===== config.mk =====
export PLATFORM = sky130hd
export DESIGN_NAME = integer_stack_with_add
export DESIGN_NICKNAME = d
export VERILOG_FILES = /design/src/design/istk_pkg.sv /design/src/design/istk_ram.sv /design/src/design/istk_ctrl.sv /design/src/design/integer_stack_with_add.sv
export SDC_FILE = /design/constraint.sdc
export NUM_CORES = 2
export LEC_CHECK = 0
export ABC_CLOCK_PERIOD_IN_PS = 12390
export BUFFER_PORTS_ARGS = -buffer_cell sky130_fd_sc_hd__buf_2
export CORE_ASPECT_RATIO = 0.7
export CORE_MARGIN = 2
export CORE_UTILIZATION = 50
export DETAILED_ROUTE_END_ITERATION = 12
export PLACE_DENSITY = 0.68
export SYNTH_ARGS = -nofsm -noshare
export SYNTH_HDL_FRONTEND = slang
export SYNTH_HIERARCHICAL = 1
export SYNTH_SLANG_ARGS = --single-unit

===== constraint.sdc =====
create_clock -name clk -period 12.39 [get_ports clk]
set_input_delay 0.6195 -clock clk [delete_from_list [all_inputs] [get_ports clk]]
set_output_delay 0.6195 -clock clk [all_outputs]
set_load 0.005 [all_outputs]

===== src/design/istk_pkg.sv =====
package istk_pkg;

  localparam int STACK_DEPTH = 64;
  localparam int DATA_W      = 32;
  localparam int ADDR_W      = (STACK_DEPTH > 1) ? $clog2(STACK_DEPTH) : 1;
  localparam int CNT_W       = $clog2(STACK_DEPTH + 1);

  typedef enum logic [1:0] {
    OP_PUSH = 2'd0,
    OP_DUMP = 2'd1,
    OP_ADD  = 2'd2,
    OP_POP  = 2'd3
  } opcode_t;

  typedef enum logic [1:0] {
    ST_OK        = 2'd0,
    ST_UNDERFLOW = 2'd1,
    ST_OVERFLOW  = 2'd2,
    ST_EMPTY     = 2'd3
  } status_t;

  typedef struct packed {
    logic              we;
    logic              re;
    logic [ADDR_W-1:0] addr;
    logic [DATA_W-1:0] wdata;
  } ram_req_t;

endpackage


===== src/design/istk_ram.sv =====
module istk_ram #(
  parameter int DEPTH  = 64,
  parameter int WIDTH  = 32,
  parameter int ADDR_W = (DEPTH > 1) ? $clog2(DEPTH) : 1
) (
  input  logic              clk,
  input  logic              we,
  input  logic              re,
  input  logic [ADDR_W-1:0] addr,
  input  logic [WIDTH-1:0]  wdata,
  output logic [WIDTH-1:0]  rdata
);

  logic [WIDTH-1:0] mem [DEPTH];
  logic [WIDTH-1:0] rdata_r;

  // single port; read data holds until the next read
  always_ff @(posedge clk) begin
    if (we) begin
      mem[addr] <= wdata;
    end else if (re) begin
      rdata_r <= mem[addr];
    end
  end

  assign rdata = rdata_r;

endmodule


===== src/design/istk_ctrl.sv =====
module istk_ctrl import istk_pkg::*; (
  input  logic                     clk,
  input  logic                     rst_n,
  input  logic                     in_valid,
  output logic                     in_ready,
  input  logic [1:0]               in_opcode,
  input  logic signed [DATA_W-1:0] in_push_value,
  output logic                     out_valid,
  input  logic                     out_ready,
  output logic signed [DATA_W-1:0] out_item_value,
  output logic [1:0]               out_status,
  output logic                     out_last,
  output ram_req_t                 ram_req,
  input  logic [DATA_W-1:0]        ram_rdata
);

  typedef enum logic [2:0] {
    S_IDLE,
    S_EXEC,
    S_ADD_RD2,
    S_ADD_WR,
    S_DUMP
  } state_t;

  state_t            state_r, state_nxt;
  opcode_t           op_r, op_nxt;
  logic [DATA_W-1:0] val_r, val_nxt;
  logic [CNT_W-1:0]  cnt_r, cnt_nxt;
  logic [ADDR_W-1:0] ptr_r, ptr_nxt;
  logic [DATA_W-1:0] top_r, top_nxt;
  logic              out_valid_r, out_valid_nxt;
  logic [DATA_W-1:0] out_value_r, out_value_nxt;
  status_t           out_status_r, out_status_nxt;
  logic              out_last_r, out_last_nxt;

  logic              slot_free;
  logic [CNT_W-1:0]  cnt_m1, cnt_m2;
  logic [DATA_W-1:0] sum;

  assign slot_free = !out_valid_r || out_ready;
  assign cnt_m1    = cnt_r - CNT_W'(1);
  assign cnt_m2    = cnt_r - CNT_W'(2);
  assign sum       = ram_rdata + top_r;
  assign in_ready  = (state_r == S_IDLE);

  always_comb begin
    state_nxt      = state_r;
    op_nxt         = op_r;
    val_nxt        = val_r;
    cnt_nxt        = cnt_r;
    ptr_nxt        = ptr_r;
    top_nxt        = top_r;
    out_valid_nxt  = out_valid_r;
    out_value_nxt  = out_value_r;
    out_status_nxt = out_status_r;
    out_last_nxt   = out_last_r;
    ram_req.we     = 1'b0;
    ram_req.re     = 1'b0;
    ram_req.addr   = cnt_r[ADDR_W-1:0];
    ram_req.wdata  = val_r;

    if (out_valid_r && out_ready) begin
      out_valid_nxt = 1'b0;
    end

    unique case (state_r)
      S_IDLE: begin
        if (in_valid) begin
          op_nxt    = opcode_t'(in_opcode);
          val_nxt   = in_push_value;
          state_nxt = S_EXEC;
        end
      end
      S_EXEC: begin
        unique case (op_r)
          OP_PUSH: begin
            if (slot_free) begin
              out_valid_nxt = 1'b1;
              out_value_nxt = '0;
              out_last_nxt  = 1'b1;
              if (cnt_r == CNT_W'(STACK_DEPTH)) begin
                out_status_nxt = ST_OVERFLOW;
              end else begin
                ram_req.we     = 1'b1;
                ram_req.addr   = cnt_r[ADDR_W-1:0];
                cnt_nxt        = cnt_r + CNT_W'(1);
                out_status_nxt = ST_OK;
              end
              state_nxt = S_IDLE;
            end
          end
          OP_POP: begin
            if (slot_free) begin
              out_valid_nxt = 1'b1;
              out_value_nxt = '0;
              out_last_nxt  = 1'b1;
              if (cnt_r == '0) begin
                out_status_nxt = ST_UNDERFLOW;
              end else begin
                cnt_nxt        = cnt_m1;
                out_status_nxt = ST_OK;
              end
              state_nxt = S_IDLE;
            end
          end
          OP_DUMP: begin
            if (cnt_r == '0) begin
              if (slot_free) begin
                out_valid_nxt  = 1'b1;
                out_value_nxt  = '0;
                out_status_nxt = ST_EMPTY;
                out_last_nxt   = 1'b1;
                state_nxt      = S_IDLE;
              end
            end else begin
              ram_req.re   = 1'b1;
              ram_req.addr = cnt_m1[ADDR_W-1:0];
              ptr_nxt      = cnt_m1[ADDR_W-1:0];
              state_nxt    = S_DUMP;
            end
          end
          OP_ADD: begin
            if (cnt_r < CNT_W'(2)) begin
              if (slot_free) begin
                out_valid_nxt  = 1'b1;
                out_value_nxt  = '0;
                out_status_nxt = ST_UNDERFLOW;
                out_last_nxt   = 1'b1;
                state_nxt      = S_IDLE;
              end
            end else begin
              ram_req.re   = 1'b1;
              ram_req.addr = cnt_m1[ADDR_W-1:0];
              state_nxt    = S_ADD_RD2;
            end
          end
          default: state_nxt = S_IDLE;
        endcase
      end
      S_ADD_RD2: begin
        top_nxt      = ram_rdata;
        ram_req.re   = 1'b1;
        ram_req.addr = cnt_m2[ADDR_W-1:0];
        state_nxt    = S_ADD_WR;
      end
      S_ADD_WR: begin
        // second operand sits in the RAM read register until the slot frees
        if (slot_free) begin
          ram_req.we     = 1'b1;
          ram_req.addr   = cnt_m2[ADDR_W-1:0];
          ram_req.wdata  = sum;
          cnt_nxt        = cnt_m1;
          out_valid_nxt  = 1'b1;
          out_value_nxt  = sum;
          out_status_nxt = ST_OK;
          out_last_nxt   = 1'b1;
          state_nxt      = S_IDLE;
        end
      end
      S_DUMP: begin
        if (slot_free) begin
          out_valid_nxt  = 1'b1;
          out_value_nxt  = ram_rdata;
          out_status_nxt = ST_OK;
          out_last_nxt   = (ptr_r == '0);
          if (ptr_r == '0) begin
            state_nxt = S_IDLE;
          end else begin
            ptr_nxt      = ptr_r - ADDR_W'(1);
            ram_req.re   = 1'b1;
            ram_req.addr = ptr_r - ADDR_W'(1);
          end
        end
      end
      default: state_nxt = S_IDLE;
    endcase
  end

  always_ff @(posedge clk) begin
    if (!rst_n) begin
      state_r     <= S_IDLE;
      cnt_r       <= '0;
      out_valid_r <= 1'b0;
    end else begin
      state_r     <= state_nxt;
      cnt_r       <= cnt_nxt;
      out_valid_r <= out_valid_nxt;
    end
    op_r         <= op_nxt;
    val_r        <= val_nxt;
    ptr_r        <= ptr_nxt;
    top_r        <= top_nxt;
    out_value_r  <= out_value_nxt;
    out_status_r <= out_status_nxt;
    out_last_r   <= out_last_nxt;
  end

  assign out_valid      = out_valid_r;
  assign out_item_value = out_value_r;
  assign out_status     = out_status_r;
  assign out_last       = out_last_r;

endmodule


===== src/design/integer_stack_with_add.sv =====
// channel | ports                                    | direction
// in      | in_valid in_ready in_opcode in_push_value  | into block
// out     | out_valid out_ready out_item_value          | out of block
//         | out_status out_last                         |
// One word in at a time; add does two reads and one write-back on the single-port
// stack RAM unless it underflows, and dump returns one result word per entry (a
// single empty word when the stack is empty). A stalled result holds the operation.
// The RAM read register holds its data while the result register is stalled.
// Synchronous active-low reset empties the stack; RAM contents are not cleared.
// A finished result waits in the output register; the next word can be taken meanwhile.
module integer_stack_with_add import istk_pkg::*; (
  input  logic                     clk,
  input  logic                     rst_n,
  input  logic                     in_valid,
  output logic                     in_ready,
  input  logic [1:0]               in_opcode,
  input  logic signed [DATA_W-1:0] in_push_value,
  output logic                     out_valid,
  input  logic                     out_ready,
  output logic signed [DATA_W-1:0] out_item_value,
  output logic [1:0]               out_status,
  output logic                     out_last
);

  ram_req_t          ram_req;
  logic [DATA_W-1:0] ram_rdata;

  istk_ctrl u_ctrl (
    .clk            (clk),
    .rst_n          (rst_n),
    .in_valid       (in_valid),
    .in_ready       (in_ready),
    .in_opcode      (in_opcode),
    .in_push_value  (in_push_value),
    .out_valid      (out_valid),
    .out_ready      (out_ready),
    .out_item_value (out_item_value),
    .out_status     (out_status),
    .out_last       (out_last),
    .ram_req        (ram_req),
    .ram_rdata      (ram_rdata)
  );

  istk_ram #(
    .DEPTH  (STACK_DEPTH),
    .WIDTH  (DATA_W),
    .ADDR_W (ADDR_W)
  ) u_ram (
    .clk   (clk),
    .we    (ram_req.we),
    .re    (ram_req.re),
    .addr  (ram_req.addr),
    .wdata (ram_req.wdata),
    .rdata (ram_rdata)
  );

endmodule


### After elaboration in Yosys (flattened, before gate mapping)

Memory sizes are Yosys's and may differ from the RTL's. A register that Yosys moved wholly into a read port is not among the register bits.
Index checks and enable logic that the tools add are counted.

* register bits: 118
* logic and storage cells: 131
* memory bits (writable): 2048
* memories: 1
* input bits: 38
* output and inout port bits: 37

Memory list
* u_ram.mem: depth 64, width 32, rd ports 1, clocked after memory_dff 1, wr ports 1, line istk_ram.sv:14 `logic [WIDTH-1:0] mem [DEPTH];`

* add/subtract/negate cells: 5
* equality and inequality tests: 25
* reductions and logical operators: 21
* bitwise gates (word level): 1
* muxes and demuxes: 67
* magnitude comparators: 1

Operator list (count)
* 32-bit two-way mux: 6
* 32-bit case mux with 3 select lines: 2
* 7-bit two-way mux: 9
* 38-bit two-way mux: 1
* 32-bit adder: 1
* 7-bit case mux with 2 select lines: 2
* 6-bit two-way mux: 4
* 6-bit case mux with 2 select lines: 2
* 6-bit case mux with 4 select lines: 1
* 3-bit two-way mux: 6
* 3-bit by 2-bit inequality test with 1-bit output, second input constant: 6
* 2-bit two-way mux: 8
* 1-bit two-way mux: 15
* 3-bit case mux with 5 select lines: 1
* 1-bit case mux with 3 select lines: 4
* 5-bit AND reduction: 2
* 3-bit inequality test, second input constant: 3
* 3-bit case mux with 3 select lines: 1
* 2-bit by 1-bit inequality test with 1-bit output, second input constant: 4
* 2-bit inequality test, second input constant: 4
* 2-bit case mux with 4 select lines: 1
* 8-bit AND reduction: 1
* 7-bit by 1-bit adder with 7-bit output, second input constant: 1
* 7-bit equality test, second input constant: 1
* 26 further kinds: 34

### Logic depth before layout (Yosys ltp)

* word-level depth: 7
* gate-level depth with buffers: 23
* mapped depth without buffers: 16

### Hierarchy

The synthesis kept the hierarchy.

By module, submodules not included
* istk_ram: area an instance 79731.5 sq um, instances 1, cells an instance 4534, sequential area each 62459.9 sq um
* istk_ctrl: area an instance 7003.0 sq um, instances 1, cells an instance 705, sequential area each 3433.3 sq um

### Least setup slack after synthesis

No wires, ideal clock.

* path kind: register to register
* start point: reg u_ctrl.cnt_r[2]
* end point: mem u_ram.mem[6][0] (enable)
* arrival: 4.665 ns
* data required time: 11.969 ns
* setup time: 0.421 ns
* setup slack: 7.304 ns
* cell stages (with the launch flop): 22
* clock period less this slack: 5.086 ns
* buffers on the path: 9
* path through: dfxtp_1 -> clkbuf_1 -> inv_1 -> ha_1 -> nand2_1 -> nor3_1 -> nand2b_1 -> nand2_1 -> nand3_1 -> o22ai_1 -> nand2_1 -> o311ai_1 -> buf_6 -> buf_8 -> buf_12 -> buf_8 -> buf_6 -> buf_6 -> buf_2 -> buf_2 -> nand2_1 -> nor2_1

RTL lines
* start, declared: line istk_ctrl.sv:28 `logic [CNT_W-1:0] cnt_r, cnt_nxt;`
* start signal, assigned: line istk_ctrl.sv:186 `cnt_r <= cnt_nxt;`
* end, declared: line istk_ram.sv:14

==> out/qor.yml <==
place:
  place.gp.congestion: 0.970
  port-buffer-count: 74
  hpwl_mm: 162
global_routing:
  use_met3_pct: 11.5
  track_usage_pct: 30.4
  antenna_found_initial: 30
  gr-usage-met2_pct: 40.1
  grtUsageMet1_pct: 46.3
  grt_pass1_wl_mm: 379
  grt_max_degree: 90
  grt_pass1_vias: 48424
  top_usage_layer: "met1"
  grt_remaining_overflow: 0
route:
  routed_wl_mm: 273
  num_vias: 52743
  final_antenna_net_count: 0
  vias_per_cell: 6.72
  firstDrtPassIters: 6
  drt_iter0_drc: 10078
  wire_per_inst_um: 34.8
  drc: 0
critical_path:
  r2r_cells: 15
  start_kind: "flop"
  cp_slowest_cell: "o22ai_1"
  critPathKind: "reg2reg"
  cp-end-kind: "flop"
  critPathRequiredTime_ns: 13.10
  worstPathCellList: "nor2_1 -> and2_2 -> nand3_1 -> nor2_1 -> a221o_4 -> buf_4 -> buf_12 -> nor2b_4 -> buf_4 -> buf_4 -> nand2_1 -> a31oi_1 -> a21oi_1 -> o22ai_1 -> or4_1"
  cp_slowest_stage_delay_ns: 1.20
  crit_top_cell: "buf_4"
  path_buf_inv: 4
  path_max_fanout: 89
  crit_cells: 15
  cp.arrival_ns: 8.50
  crit_family: "simple AND/OR/NAND/NOR gates"
cts:
  cts_tree: "yes"
  clock_path_buffers: 3
  cts-root-buf: "clkbuf_16"
  cts_buffers: 197
  cts_resized: 0
  cts_max_level: 4
  clock-sinks: 2198
  clkLatencyLatePin_ns: 0.85
  path_clk_slew_ns: 0.06
logic_synthesis:
  yosys.area.top_type: "edfxtp_1"
  ys_warn_count: 6
  synthArstFlopShare_pct: 0
  synth_flop_cell: "edfxtp_1"
  synth_fp_nets: 5322
  avgSynthCellArea_um2: 16.6
  synth-seq-cells: 2198
  synth_area_leaders: "edfxtp_1 (76%), mux2i_1 (3.3%), a221oi_1 (3.0%), a21oi_1 (1.7%), a22oi_1 (1.7%)"
  yosys.area.top_type_share_pct: 75.7
  syn-instance-count: 5239
  ys_seq_area_share_pct: 76.0
  synth_most_common_cell: "edfxtp_1"
  synth_area_um2: 86700
  synth.distinct_cells: 82
  synth_enable_flop_cells: 2187
  synth_common_cells: "edfxtp_1 (2187), nor2_1 (346), a221oi_1 (295), a21oi_1 (292), mux2i_1 (283)"
final_layout:
  area_growth_pct: 11.8
  post-route-util_pct: 56.4
  drive_gt1_share_pct: 14.5
  fillers: 12999
  nets: 5426
floorplan:
  die-area_um2: 177000
  core_area_um2: 172000
  ios: 75
  die_height_um: 352
  start_util_pct: 50.5
  rows: 127
  die_w_um: 502
sta:
  fmax_mhz: 128
  final-setup-viol-count: 0
  fin_crit_ns: 7.78
  finalCritPeriodShare_pct: 62.8
  hold_violations: 0
  rsz0062_at_grt: "false"
  tns_ns: 0
  tightestPinTransition_ns: 1.51
  finalMaxSlewViolations: 1
  slew_headroom_pct: -0.700
  fin_skew_ns: 0.0422
power:
  ir_worst_vdd_mv: 0.169
  pwr_density_cell_nw_per_um2: 162
  power.leakage_uw: 0.0299
worst_hold_path:
  min_path_cells: 3
  min_path_type: "in2reg"
outcome:
  violations: "capacitance limit, slew limit"
  outcome: "complete, but fails checks"
flow_run:
  cap_violations: 2
==> metrics by stage <==
step	total power (uW)	cell area [um2]	setup WS (ns)	instances	hold WS [ns]
6_report	15700	96900	4.61	7849	0.219
5_1_grt	16000	96900	4.51	7835	0.228
4_1_cts	15700	96900	5.07	7835	0.154
3_5_place_dp	9670	90200	5.10	7432	0.579
3_3_place_gp	9650	90200	5.20	7432	0.581
2_1_floorplan	9100	86700	7.30	5239	0.457
==> cells in the final DEF, fill, tap and decap left out, types with 76 or more instances in the layout <==
cell type and count:
a22o_1 76, nand2_1 189, clkbuf_16 199, nor2_1 274
a21oi_1 291, buf_4 153, a221oi_1 295, mux2i_1 283
edfxtp_1 2187, a22oi_1 193, mux2_2 115, o21ai_0 153
==> area by class of cell <==
cell class	instances	area (um2)	share of cell area, %
Antenna cell	14	35.0	0.0361
Clock buffer	244	5150	5.31
Timing Repair Buffer	264	1920	1.98
Inverter	21	88.8	0.0916
Tap cell	2322	2910	3.00
Clock inverter	125	1200	1.24
Sequential cell	2198	65900	68.0
Multi-Input combinational cell	2661	19700	20.4
==> sequential cells by signal (all words and copies together) (netlist names) <==
register	cells
u_ctrl/out_status	2
u_ctrl/out_item_value	32
u_ctrl/out_valid	1
u_ctrl/top_r	32
u_ctrl/state_r	3
u_ctrl/val_r	32
u_ram/mem	2048
u_ctrl/ptr_r	6
u_ctrl/out_last	1
u_ctrl/cnt_r	7
u_ctrl/op_r	2
u_ram/rdata	32
==> power by group <==
group | leakage [uW] | total (uW) | internal [uW] | switching, uW
Combinational | 0.00702 | 1300 | 321 | 980
Clock | 0.00307 | 6110 | 3340 | 2770
Sequential | 0.0198 | 8280 | 8260 | 19.3
==> path summary, 6_finish.rpt <==
check,startpoint,slack (ns),to
max,u_ctrl/state_r[1],4.61,u_ram/rdata[5]
min reg2reg,u_ram/rdata[11],0.59,u_ctrl/top_r[11]
min,rst_n,0.22,u_ctrl/cnt_r[1]
max reg2reg,u_ctrl/state_r[1],4.61,u_ram/rdata[5]
==> layer usage <==
layer | share of wire, % | up-vias
met5 | 0.053 | -
met4 | 3.1 | 24
met3 | 16 | 466
met2 | 40 | 4110
met1 | 40 | 26660
li1 | - | 21483
==> cells by family (layout without fill, tap and decap cells) <==
| group | count (synthesis) | in the layout | synth area share, % |
|---|---|---|---|
| compound gates | 1402 | 1402 | 11.4 |
| buf+inv | 380 | 654 | 2.20 |
| simple gates | 733 | 733 | 3.68 |
| fa+ha+maj | 45 | 45 | 0.658 |
| mux | 438 | 438 | 5.64 |
| xor+xnor | 43 | 43 | 0.434 |
| flops | 2198 | 2198 | 76.0 |
| other cells | 0 | 14 | 0 |
==> worst reg2reg max path, stage by stage, from the launching register on <==
cell	delay, ns
dfxtp_1	0.47
nor2_1	0.27
and2_2	0.86
nand3_1	0.48
nor2_1	0.24
a221o_4	0.44
buf_4	0.56
buf_12	0.53
nor2b_4	0.45
buf_4	0.54
buf_4	0.79
nand2_1	0.25
a31oi_1	0.21
a21oi_1	0.10
o22ai_1	1.20
or4_1	0.25
==> repair_timing <==
action,4_1_cts,5_1_grt
hold buffers,34,0
endpoints found under the hold margin,34,0
buffers inserted,0,0
(Power assumes the default switching activity.)
